==> config.mk <==
export PLATFORM = sky130hd
export DESIGN_NAME = tsdc_ctrl
export DESIGN_NICKNAME = d
export VERILOG_FILES = /design/src/tsdc_pkg.sv /design/src/tsdc_ctrl.sv
export SDC_FILE = /design/constraint.sdc
export NUM_CORES = 1
export LEC_CHECK = 0
export ABC_CLOCK_PERIOD_IN_PS = 2300
export BUFFER_PORTS_ARGS = -buffer_cell sky130_fd_sc_hd__buf_2
export CORE_UTILIZATION = 25
export CTS_BUF_LIST = sky130_fd_sc_hd__clkbuf_8
export DETAILED_ROUTE_END_ITERATION = 7
export PLACE_DENSITY = 0.57
export SYNTH_ARGS = -nofsm -noshare
export SYNTH_HDL_FRONTEND = slang
export SYNTH_SLANG_ARGS = --single-unit
==> constraint.sdc <==
create_clock -name clk -period 2.3 [get_ports clk]
set_input_delay 0.23 -clock clk [delete_from_list [all_inputs] [get_ports clk]]
set_output_delay 0.23 -clock clk [all_outputs]
set_load 0.01 [all_outputs]
==> src/tsdc_pkg.sv <==
`timescale 1ns / 1ps
package tsdc_pkg;

	localparam int TABLE_SLOTS = 1024;
	localparam int MAX_GROUPS  = 4;
	localparam int IDX_W       = $clog2(TABLE_SLOTS);
	localparam int GROUP_BITS  = 16;
	localparam int GROUP_SLOTS = 4;
	localparam int HASH_BYTES  = 4;
	localparam int STEP_W      = $clog2(HASH_BYTES);

	localparam logic [31:0] FNV_OFFSET  = 32'd2166136261;
	localparam logic [31:0] FNV_PRIME   = 32'd16777619;
	localparam logic [15:0] TTL_RESET   = 16'd10;

	localparam logic OP_LOOKUP = 1'b0;
	localparam logic OP_STORE  = 1'b1;

	typedef struct packed {
		logic        opcode;
		logic [63:0] key_high;
		logic [63:0] key_low;
		logic [63:0] word_high;
		logic [63:0] word_low;
		logic [31:0] now_seconds;
		logic        need_group;
		logic        account_present;
		logic [2:0]  group_count;
		logic [63:0] group_list;
		logic [15:0] primary_group;
	} req_t;

	typedef struct packed {
		logic        hit;
		logic [63:0] found_high;
		logic [63:0] found_low;
	} rsp_t;

	typedef struct packed {
		logic        valid;
		logic [63:0] key_high;
		logic [63:0] key_low;
		logic [63:0] word_high;
		logic [63:0] word_low;
		logic [31:0] stamp;
		logic [2:0]  group_count;
		logic [63:0] groups;
	} entry_t;

	typedef struct packed {
		logic clear;
		logic load;
		logic hash_step;
		logic mem_write;
		logic mem_read;
		logic check;
	} cmd_t;

	typedef struct packed {
		logic clear_last;
		logic hash_last;
		logic is_store;
	} status_t;

	function automatic logic [IDX_W-1:0] fnv_step(input logic [IDX_W-1:0] h,
			input logic [7:0] b);
		logic [IDX_W-1:0] x;
		x = h ^ IDX_W'(b);
		return x * FNV_PRIME[IDX_W-1:0];
	endfunction

	function automatic logic [2:0] clip_count(input logic [2:0] n);
		return (n > 3'(MAX_GROUPS)) ? 3'(MAX_GROUPS) : n;
	endfunction

endpackage

==> src/tsdc_ctrl.sv <==
`timescale 1ns / 1ps
module tsdc_ctrl (
	input  logic              clk,
	input  logic              arst_n,
	input  logic              start,
	input  tsdc_pkg::status_t status,
	output tsdc_pkg::cmd_t    cmd,
	output logic              busy
);
	import tsdc_pkg::*;

	typedef enum logic [4:0] {
		S_CLEAR  = 5'b00001,
		S_IDLE   = 5'b00010,
		S_HASH   = 5'b00100,
		S_ACCESS = 5'b01000,
		S_CHECK  = 5'b10000
	} state_t;

	state_t state_q;
	state_t state_next;

	always_ff @(posedge clk or negedge arst_n) begin
		if (!arst_n) begin
			state_q <= S_CLEAR;
		end else begin
			state_q <= state_next;
		end
	end

	always_comb begin
		state_next = state_q;
		cmd        = '0;
		busy       = 1'b1;
		unique case (state_q)
			S_CLEAR: begin
				cmd.clear = 1'b1;
				if (status.clear_last) begin
					state_next = S_IDLE;
				end
			end
			S_IDLE: begin
				busy = 1'b0;
				if (start) begin
					cmd.load   = 1'b1;
					state_next = S_HASH;
				end
			end
			S_HASH: begin
				cmd.hash_step = 1'b1;
				if (status.hash_last) begin
					state_next = S_ACCESS;
				end
			end
			S_ACCESS: begin
				if (status.is_store) begin
					cmd.mem_write = 1'b1;
					state_next    = S_IDLE;
				end else begin
					cmd.mem_read = 1'b1;
					state_next   = S_CHECK;
				end
			end
			S_CHECK: begin
				cmd.check  = 1'b1;
				state_next = S_IDLE;
			end
			default: begin
				state_next = S_CLEAR;
			end
		endcase
	end

endmodule

---- Word-level counts from Yosys, hierarchy flattened ----
Index checks and enable logic that the tools add are counted.
operators by class
  reductions and logical operators ........ 1
  mux-type cells .......................... 14
  equality and inequality tests ........... 8
operators with widths
  operator                                                          number
  5-bit one-hot mux with 5 select lines                             1
  5-bit two-way mux                                                 4
  1-bit two-way mux                                                 8
  2-bit inequality test (second input constant)                     3
  5-bit by 1-bit == test with 1-bit output (second input constant)  1
  5-bit by 2-bit == test with 1-bit output (second input constant)  1
  5-bit by 3-bit == test with 1-bit output (second input constant)  1
  5-bit by 4-bit == test with 1-bit output (second input constant)  1
  5-bit == test (second input constant)                             1
  3-bit AND reduction                                               1
  2-bit two-way mux                                                 1
storage, ports and cells
  bits of input ports ..................... 6
  word-level logic and storage cells ...... 24
  register bits after elaboration ......... 5

---- Logic depth before layout (Yosys ltp) ----
  depth after elaboration ................. 3
  mapped depth ............................ 5
  depth with buffers taken out ............ 3

---- Worst setup path before layout ----
OpenSTA, ideal clock, no wires.
  path type ............................... reg2out
  start point ............................. register state_q[4]
  end point ............................... output cmd[1] in the netlist's numbering
  path slack .............................. 735 ps
  cell stages (with the launch flop) ...... 6
  arrival ................................. 1335 ps
  path buffers ............................ 2
  cells stage by stage .................... dfrtp_1 > buf_6 > or3_4 > nor3b_2 > and2b_1 > buf_4
RTL lines
  item                    line             source
  from (decl)             tsdc_ctrl.sv:20  state_t state_q;
  from (signal assigned)  tsdc_ctrl.sv:27  state_q <= state_next;
  to (decl)               tsdc_ctrl.sv:7   output tsdc_pkg::cmd_t cmd,

==> impl_results.md <==
- Mean Syn Cell Area: 9.40 µm²
- Num Clock Sinks: 5
- Footprint of the multi-input gates: 208 µm²
- Slew Viols, Final: 0
- Clk buf depth: 2
- Cell area after layout: 472 µm²
- WP data arrival: 1.67 ns
- Router iterations before antenna repair: 2
- Worst skew pair latency: 0.22 ns
- Worst Reg2Reg Path Length in Cells: 3
- FP Rows: 13
- Largest net degree at the start of global routing: 11
- Placement Setup Slack: 0.671 ns
- Share of cells above drive strength 1: 0.385
- Ranking of synthesized cells by area: dfrtp_1, dfstp_2, nor3b_2, and3b_1, nor3_1
- Core ar.: 0.00133 mm²
- Power Total: 478 µW
- Largest registers: state_q: 5 flops
- Final hold violation count: 0
- FMAX: 527 MHz
- RSZ-0062 raised after global routing: no
- Status: completed
- Final Setup Violations: 0
- Final Skew: 0.000339 ns
- DIE WIDTH: 40.3 µm
- Post-DRT Antenna Nets: 0
- PortBufs: 12
- Post-DP Area: 417 µm²
- Drt total wl: 786 µm
- Critical Path Fanout Max: 9
- Die area: 0.00162 mm²
- Area growth syn-to-layout: 28.7%
- Synth Net Count: 45
- Crit-path slowest cell: dfrtp_1
- Global-route wire length before repair: 1150 µm
- Crit-path leading delay family: simple AND/OR/NAND/NOR gates
- Crit end category: output port
- Post-synth EDFFs: 0
- Vias: 316
- Critical Path, Cell by Cell: or3_4 -> nor3b_2 -> and2_1 -> buf_2
- Worst Path Class, Setup: flip-flop to output port
- Final TNS setup: 0 ns
- Final GP Congestion: 0.696
- Worst slew pin tran: 0.282 ns
- Final layout net count: 59
- Fill cells: 149
- Routed wire per std cell: 11.7 µm
- Crit. path cell count: 4
- Via density: 4.72
- Hold Path Class: primary input to flip-flop
- Cts bufs inserted: 3
- Initial antenna violation count: 0
- Worst Setup Start Kind: flip-flop
- Synth Instances: 39
- Crit share post-route: 0.824
- Number of synthesis warnings: 0
- CTS tree: yes
- Slew HR: 0.810
- Async SR Flop Fraction: 1.00
- FF/Latch Area: 126 µm²
- Max_cap viols: 0
- CP required: 2.07 ns
- Die Span Y: 40.3 µm
- Seq/Total Area, Yosys: 0.345
- Ys flop type: dfrtp_1
- Area share of the largest cell type after synthesis: 0.273
- Top cells by count, synth: dfrtp_1, nor2_1, nor3_1
- Vias in the first global route: 245
- GRT Overall Usage: 0.123
- Distinct cells, synth: 26
- Max reg flops: 5
- Clock slew seen by the registers of the worst setup and hold paths: 0.04 ns
- Htree depth: 1
- Cell taking the most area after synthesis: dfrtp_1
- DRT iter0 DRCs: 5
- Top Ports: 13
- GR Overflow Total: 0
- Synth Register Bits: 5
- Worst Path Buf+Inv: 1
- Initial Util: 0.275
- Leakage: 0.229 nW
- Clock period minus worst slack: 1.90 ns
- DRC viols: 0
- Mapped Area: 367 µm²
- Hold depth: 2
- Max VDD drop: 387 µV
- Worst stage delay on the critical path: 0.45 ns
- Setup ws final: 0.404 ns
- Root Buffer: clkbuf_8
- Diode count: 0
- Top reg by flops: state_q
- Pwr Density: 1010 mW/mm²
==> worst paths after layout <==
path                                        startpoint                      to  slack [ns]
min in group asynchronous                       arst_n  state_q[2]$_DFFE_PN0P_        0.35
max in group asynchronous                       arst_n  state_q[0]$_DFFE_PN1P_        1.73
worst max register to register  state_q[4]$_DFFE_PN0P_  state_q[4]$_DFFE_PN0P_        0.94
worst min register to register  state_q[3]$_DFFE_PN0P_  state_q[2]$_DFFE_PN0P_        0.57
worst max-delay path            state_q[4]$_DFFE_PN0P_                  cmd[2]        0.40
worst min-delay path                             start  state_q[1]$_DFFE_PN0P_        0.21
==> worst register-to-register path, delay by kind of cell, from the launching register on <==
kind | cells | cell delay [ns]
DFF | 1 | 0.45
and+or+nand+nor | 3 | 0.85
==> stage by stage <==
stage                     instances  hold WS (ns)   util
after floorplan                  39       -0.0656      -
after global placement           62        0.0555  0.312
after detailed placement         62        0.0568  0.312
after CTS                        67         0.206  0.354
after global routing             67         0.232  0.354
final                            67         0.211  0.354
==> per-layer routing <==
metal,track usage,vias to the layer above,wire [µm]
li1,-,164,-
met1,0.152,136,387
met2,0.141,12,310
met3,0.0833,4,67
met4,0.100,0,21
met5,0,-,0
==> cells by family after synthesis <==
family	Yosys count	share of synthesized area
AOI/OAI and AO/OA	5	0.0956
xor gates and xnor gates	1	0.0239
buffers and inverters	5	0.0887
DFF	5	0.345
and+or+nand+nor	23	0.447
==> layout make-up <==
class,instances,share of cell area
Clock buffer,3,0.0875
Tap cell,15,0.0398
Clock inverter,1,0.00796
Sequential cell,5,0.268
Inverter,1,0.00796
Multi-Input combinational cell,29,0.440
Timing Repair Buffer,13,0.149
==> placed cells by master, fill, tap and decap left out, types with 2 or more instances in the layout <==
cell and n:
clkbuf_8 3, and3b_1 2, buf_2 12, dfrtp_1 4, inv_1 2, and2_1 2, nor3b_2 2, and2b_1 2
nor2_1 4, nor3_1 3
==> repair_timing <==
action,in CTS,in global routing
gates resized for setup,0,0
setup endpoints to repair,0,0
hold endpoints to repair,4,0
hold buffers,1,0
buffers inserted,0,0
==> report_power, final <==
| part | leakage (nW) | switching [mW] | internal [mW] |
|---|---|---|---|
| Combinational | 0.137 | 0.0660 | 0.0917 |
| Sequential | 0.0648 | 0.0443 | 0.114 |
| Clock | 0.0269 | 0.0473 | 0.115 |
(Power assumes the default switching activity.)
